==> src/rtl/skt_pkg.sv <==
// shared types and codes for the sorted keyed table
package skt_pkg;

   // operation codes
   localparam logic [1:0] OP_INSERT = 2'd0;
   localparam logic [1:0] OP_DELETE = 2'd1;
   localparam logic [1:0] OP_READ   = 2'd2;
   localparam logic [1:0] OP_UNUSED = 2'd3;

   // status codes
   localparam logic [2:0] ST_INSERTED  = 3'd0;
   localparam logic [2:0] ST_DUPLICATE = 3'd1;
   localparam logic [2:0] ST_FULL      = 3'd2;
   localparam logic [2:0] ST_DELETED   = 3'd3;
   localparam logic [2:0] ST_NOT_FOUND = 3'd4;
   localparam logic [2:0] ST_READ_OK   = 3'd5;
   localparam logic [2:0] ST_BAD_INDEX = 3'd6;

   // widest position that a cell can be told (table of up to 1024 entries)
   localparam int AT_W = 10;

   typedef struct packed {
      logic [1:0]         operation;
      logic [63:0]        name_key;
      logic signed [31:0] score_in;
      logic [5:0]         read_index;
   } req_type;

   typedef struct packed {
      logic [2:0]         status;
      logic [5:0]         position;
      logic [63:0]        out_name_key;
      logic signed [31:0] out_score;
      logic [6:0]         entry_count;
   } rsp_type;

   typedef enum logic [1:0] {
      MODE_HOLD,
      MODE_INSERT,
      MODE_DELETE
   } cell_mode_type;

   typedef struct packed {
      cell_mode_type   mode;
      logic [AT_W-1:0] at;
   } cell_ctrl_type;

   typedef enum logic {
      S_IDLE,
      S_EXEC
   } state_type;

endpackage

==> src/rtl/skt_cell.sv <==
// one table slot: holds an entry, compares it with the request, shifts with its neighbours
module skt_cell #(
   parameter int IDX = 0,
   parameter int CW  = 7
) (
   input  logic                   clock,
   input  logic [CW-1:0]          count,
   input  logic [63:0]            req_key,
   input  logic signed [31:0]     req_score,
   input  logic [63:0]            left_key,
   input  logic signed [31:0]     left_score,
   input  logic                   left_ahead,
   input  logic [63:0]            right_key,
   input  logic signed [31:0]     right_score,
   input  skt_pkg::cell_ctrl_type ctrl,
   output logic [63:0]            key,
   output logic signed [31:0]     score,
   output logic                   ahead,
   output logic                   hit
);
   import skt_pkg::*;

   logic [63:0]        key_ff,   key_in;
   logic signed [31:0] score_ff, score_in;
   logic               slot_valid;

   // slot holds a live entry when it lies below the fill count
   assign slot_valid = CW'(IDX) < count;
   assign ahead      = slot_valid && (score_ff > req_score);
   assign hit        = slot_valid && (key_ff == req_key);
   assign key        = key_ff;
   assign score      = score_ff;

   // shift or load the slot
   always_comb begin
      key_in   = key_ff;
      score_in = score_ff;
      unique case (ctrl.mode)
         MODE_HOLD: begin
         end
         MODE_INSERT: begin
            if (!ahead) begin
               if (left_ahead) begin
                  key_in   = req_key;
                  score_in = req_score;
               end else begin
                  key_in   = left_key;
                  score_in = left_score;
               end
            end
         end
         MODE_DELETE: begin
            if (AT_W'(IDX) >= ctrl.at) begin
               key_in   = right_key;
               score_in = right_score;
            end
         end
         default: begin
         end
      endcase
   end

   // entry storage, no reset
   always_ff @(posedge clock) begin
      key_ff   <= key_in;
      score_ff <= score_in;
   end

endmodule

==> config.mk <==
export PLATFORM = sky130hd
export DESIGN_NAME = skt_cell
export DESIGN_NICKNAME = d
export VERILOG_FILES = /design/src/rtl/skt_pkg.sv /design/src/rtl/skt_cell.sv
export SDC_FILE = /design/constraint.sdc
export NUM_CORES = 1
export LEC_CHECK = 0
export ABC_AREA = 0
export BUFFER_PORTS_ARGS = -buffer_cell sky130_fd_sc_hd__buf_2
export CAP_MARGIN = 20
export CORE_AREA = 2 2 159 161
export CTS_CLUSTER_SIZE = 8
export DETAILED_ROUTE_END_ITERATION = 8
export DIE_AREA = 0 0 161 163
export GPL_ROUTABILITY_DRIVEN = 0
export SYNTH_ARGS = -nofsm -noshare
export SYNTH_HDL_FRONTEND = slang
export SYNTH_SLANG_ARGS = --single-unit
export TNS_END_PERCENT = 30
==> constraint.sdc <==
create_clock -name clock -period 9.6 [get_ports clock]
set_input_delay 0.48 -clock clock [delete_from_list [all_inputs] [get_ports clock]]
set_output_delay 0.48 -clock clock [all_outputs]
set_load 0.02 [all_outputs]
==> flow_metrics.tcl <==
set metrics [dict create \
    synthArstFlopShare_pct 0 \
    cts-buffers-inserted 9 \
    routed-via-count 6035 \
    maxSlewHeadroom_pct 36.7 \
    post-route-period-util_pct 41.1 \
    p_per_area_nw_per_um2 125 \
    grt_pass1_wl_um 33800 \
    multiInputGateArea_um2 3270 \
    tritoncts "yes" \
    fin_hold_ws_ns 0.407 \
    htree_levels 3 \
    core_area_um2 24700 \
    drv_cap 0 \
    arrival_ns 3.92 \
    swShare_pct 29.5 \
    cts-resized-gates 0 \
    hold_path_class "input port to flip-flop" \
    synth-seq-cells 96 \
    syn2layout_area_growth_pct 41.6 \
    grt_remaining_overflow 0 \
    final.setup_skew_ns 0.0173 \
    crit_chain "ha_1 > nand4_1 > nor4_1 > a31oi_1 > or4b_4 > a41o_4 > buf_4" \
    cp.required_ns 9.57 \
    cp_num_buf_inv 1 \
    cts.sinks 96 \
    rsz0062_at_grt "no" \
    root_buffer "clkbuf_16" \
    internal_power_uw 794 \
    syn_nets 969 \
    finalInstanceArea_um2 9040 \
    synth_seq_area_share_pct 45.2 \
    p_clk_share_pct 30.2 \
    crit_family "simple AND/OR/NAND/NOR gates" \
    comb_power_share_pct 24.5 \
    syn_avg_cell_area_um2 10.2 \
    post-cts-setup-buffers 0 \
    drive_above_1_share_pct 41.9 \
    grt_max_degree 97 \
    final.fill_count 2567 \
    io_buffers 406 \
    tns_ns 0 \
    startpoint_type "flip-flop" \
    wl_per_cell_um 17.2 \
    cpPeakStageDelay_ns 0.72 \
    worstSetupPathType "flip-flop to flip-flop" \
    postRouteAntennaNets 0 \
    grt_pass1_vias 5966 \
    synth_edf_count 96 \
    hold_viol 0 \
    switchingPower_uw 333 \
    cts.clk_slew.worst_paths_ns 0.08 \
    synth_commonest_cells "104 x nand2_1, 98 x o21ai_0, 96 x edfxtp_1, 96 x mux2i_1, 64 x xnor2_1" \
    slowest_stage "nor4_1" \
    synth_area_leader_cell "edfxtp_1" \
    start_util_pct 25.9 \
    synth_most_common_cell "nand2_1" \
    crit_fanout 49 \
    slew_violations 0 \
    rows 58 \
    max_freq_ghz 0.254 \
    dieArea_um2 26200 \
    leakagePower_uw 0.00412 \
    die_w_um 161 \
    finish.net_count 1358 \
    synth.distinct_cells 31 \
    syn_area_um2 6380 \
    die_h_um 163 \
    synth.top_cell.area_share_pct 45.2 \
    synth_warnings 0 \
    p_seq_share_pct 45.3 \
    vdd_ir_drop_max_uv 70.0 \
    antenna_found_initial 1 \
    ios 407 \
    min_period_ns 3.94 \
    drcViolationCount 0 \
    first_pass_iters 4 \
    grtUsageTotal_pct 17.0 \
    synthFlopType "edfxtp_1" \
    postCtsHoldBufs 0 \
    utilization_pct 36.6 \
    seqCellArea_um2 2880 \
    drt_wl_total_um 23200 \
    tightestPinTransition_ns 0.949 \
    synthTopCellsByArea "edfxtp_1 45%, mux2i_1 15%, xnor2_1 8.8%" \
    drtIter0Drc 347 \
    hpwl_um 19200 \
    placed_area_um2 8760 \
    syn_inst 628 \
    end_kind "flip-flop" \
    finalSetupViolations 0 \
    routed_via_density 4.46 \
    clk_latency_ns 0.35 \
    status "completed" \
    max-clock-path-buffers 2 \
]
cell families after synthesis:
kind of cell	after synthesis	share of synthesized area [%]
flops	96	45.2
fa+ha+maj	32	6.27
xor+xnor	64	8.78
mux	96	15.1
buf+inv	65	3.84
simple gates	152	10.6
compound gates	123	10.2
per-layer routing:
layer / track usage [%] / wire (µm)
met4: 3.57 / 233
met1: 20.6 / 9860
met5: 0 / 0
met2: 31.0 / 11600
met3: 3.72 / 1560
path summary, 6_finish.rpt:
check / start / to / slack (ns) / depth (start not counted)
worst max-delay path: score[31] / key[49] / 5.66 / 7
worst min-delay path: right_score[22] / score[22] / 0.41 / 3
worst max register to register: score[31] / key[49] / 5.66 / 7
worst min register to register: score[31] / score[13] / 1.53 / 3
flip-flops by register name, indices dropped and copies added, names as in the netlist:
| register | cells |
|---|---|
| key | 64 |
| score | 32 |
per-stage QoR:
stage / std cells / total power [µW] / setup slack (ns)
4_1_cts: 1352 / 1150 / 5.59
5_1_grt: 1353 / 1190 / 5.48
3_5_place_dp: 1336 / 802 / 5.42
6_report: 1354 / 1130 / 5.66
2_1_floorplan: 628 / 666 / 5.08
3_3_place_gp: 1336 / 798 / 5.53
tightest hold or removal path, delay by kind of cell:
family | cells | cell delay, ns
simple gates | 1 | 0.04
buf+inv | 1 | 0.08
compound gates | 1 | 0.05
cell usage in the layout, fill, tap and decap left out, types with 2 or more instances in the layout:
| cell type | n |
|---|---|
| inv_1 | 33 |
| edfxtp_1 | 96 |
| o211ai_1 | 3 |
| mux2i_1 | 96 |
| nor2_1 | 5 |
| clkinv_1 | 2 |
| nand3_1 | 5 |
| xnor2_1 | 64 |
| buf_4 | 4 |
| buf_2 | 405 |
| nor3_1 | 2 |
| diode_2 | 2 |
| clkinv_4 | 2 |
| o21ai_0 | 98 |
| ha_1 | 32 |
| nor4_1 | 8 |
| a21oi_1 | 12 |
| nand2_1 | 104 |
| clkbuf_16 | 9 |
| nand4_1 | 23 |
cell type report:
cell class              instances  share of cell area [%]
multi-input cells             467                    36.2
flip-flops and latches         96                    31.9
repair buffers                410                    22.9
well taps                     330                    4.57
clock buffers                   9                    2.49
inverters                      33                    1.37
clock inverters                 7                   0.512
diodes                          2                  0.0554
power groups by stage:
| stage | clock network [µW] | logic (µW) | registers (µW) |
|---|---|---|---|
| after global placement | 0 | 278 | 520 |
| final | 340 | 276 | 511 |
| after global routing | 372 | 305 | 514 |
| after floorplan | 0 | 119 | 547 |
| after CTS | 355 | 282 | 511 |
| after detailed placement | 0 | 281 | 520 |
Power figures use the tool's default switching activity.
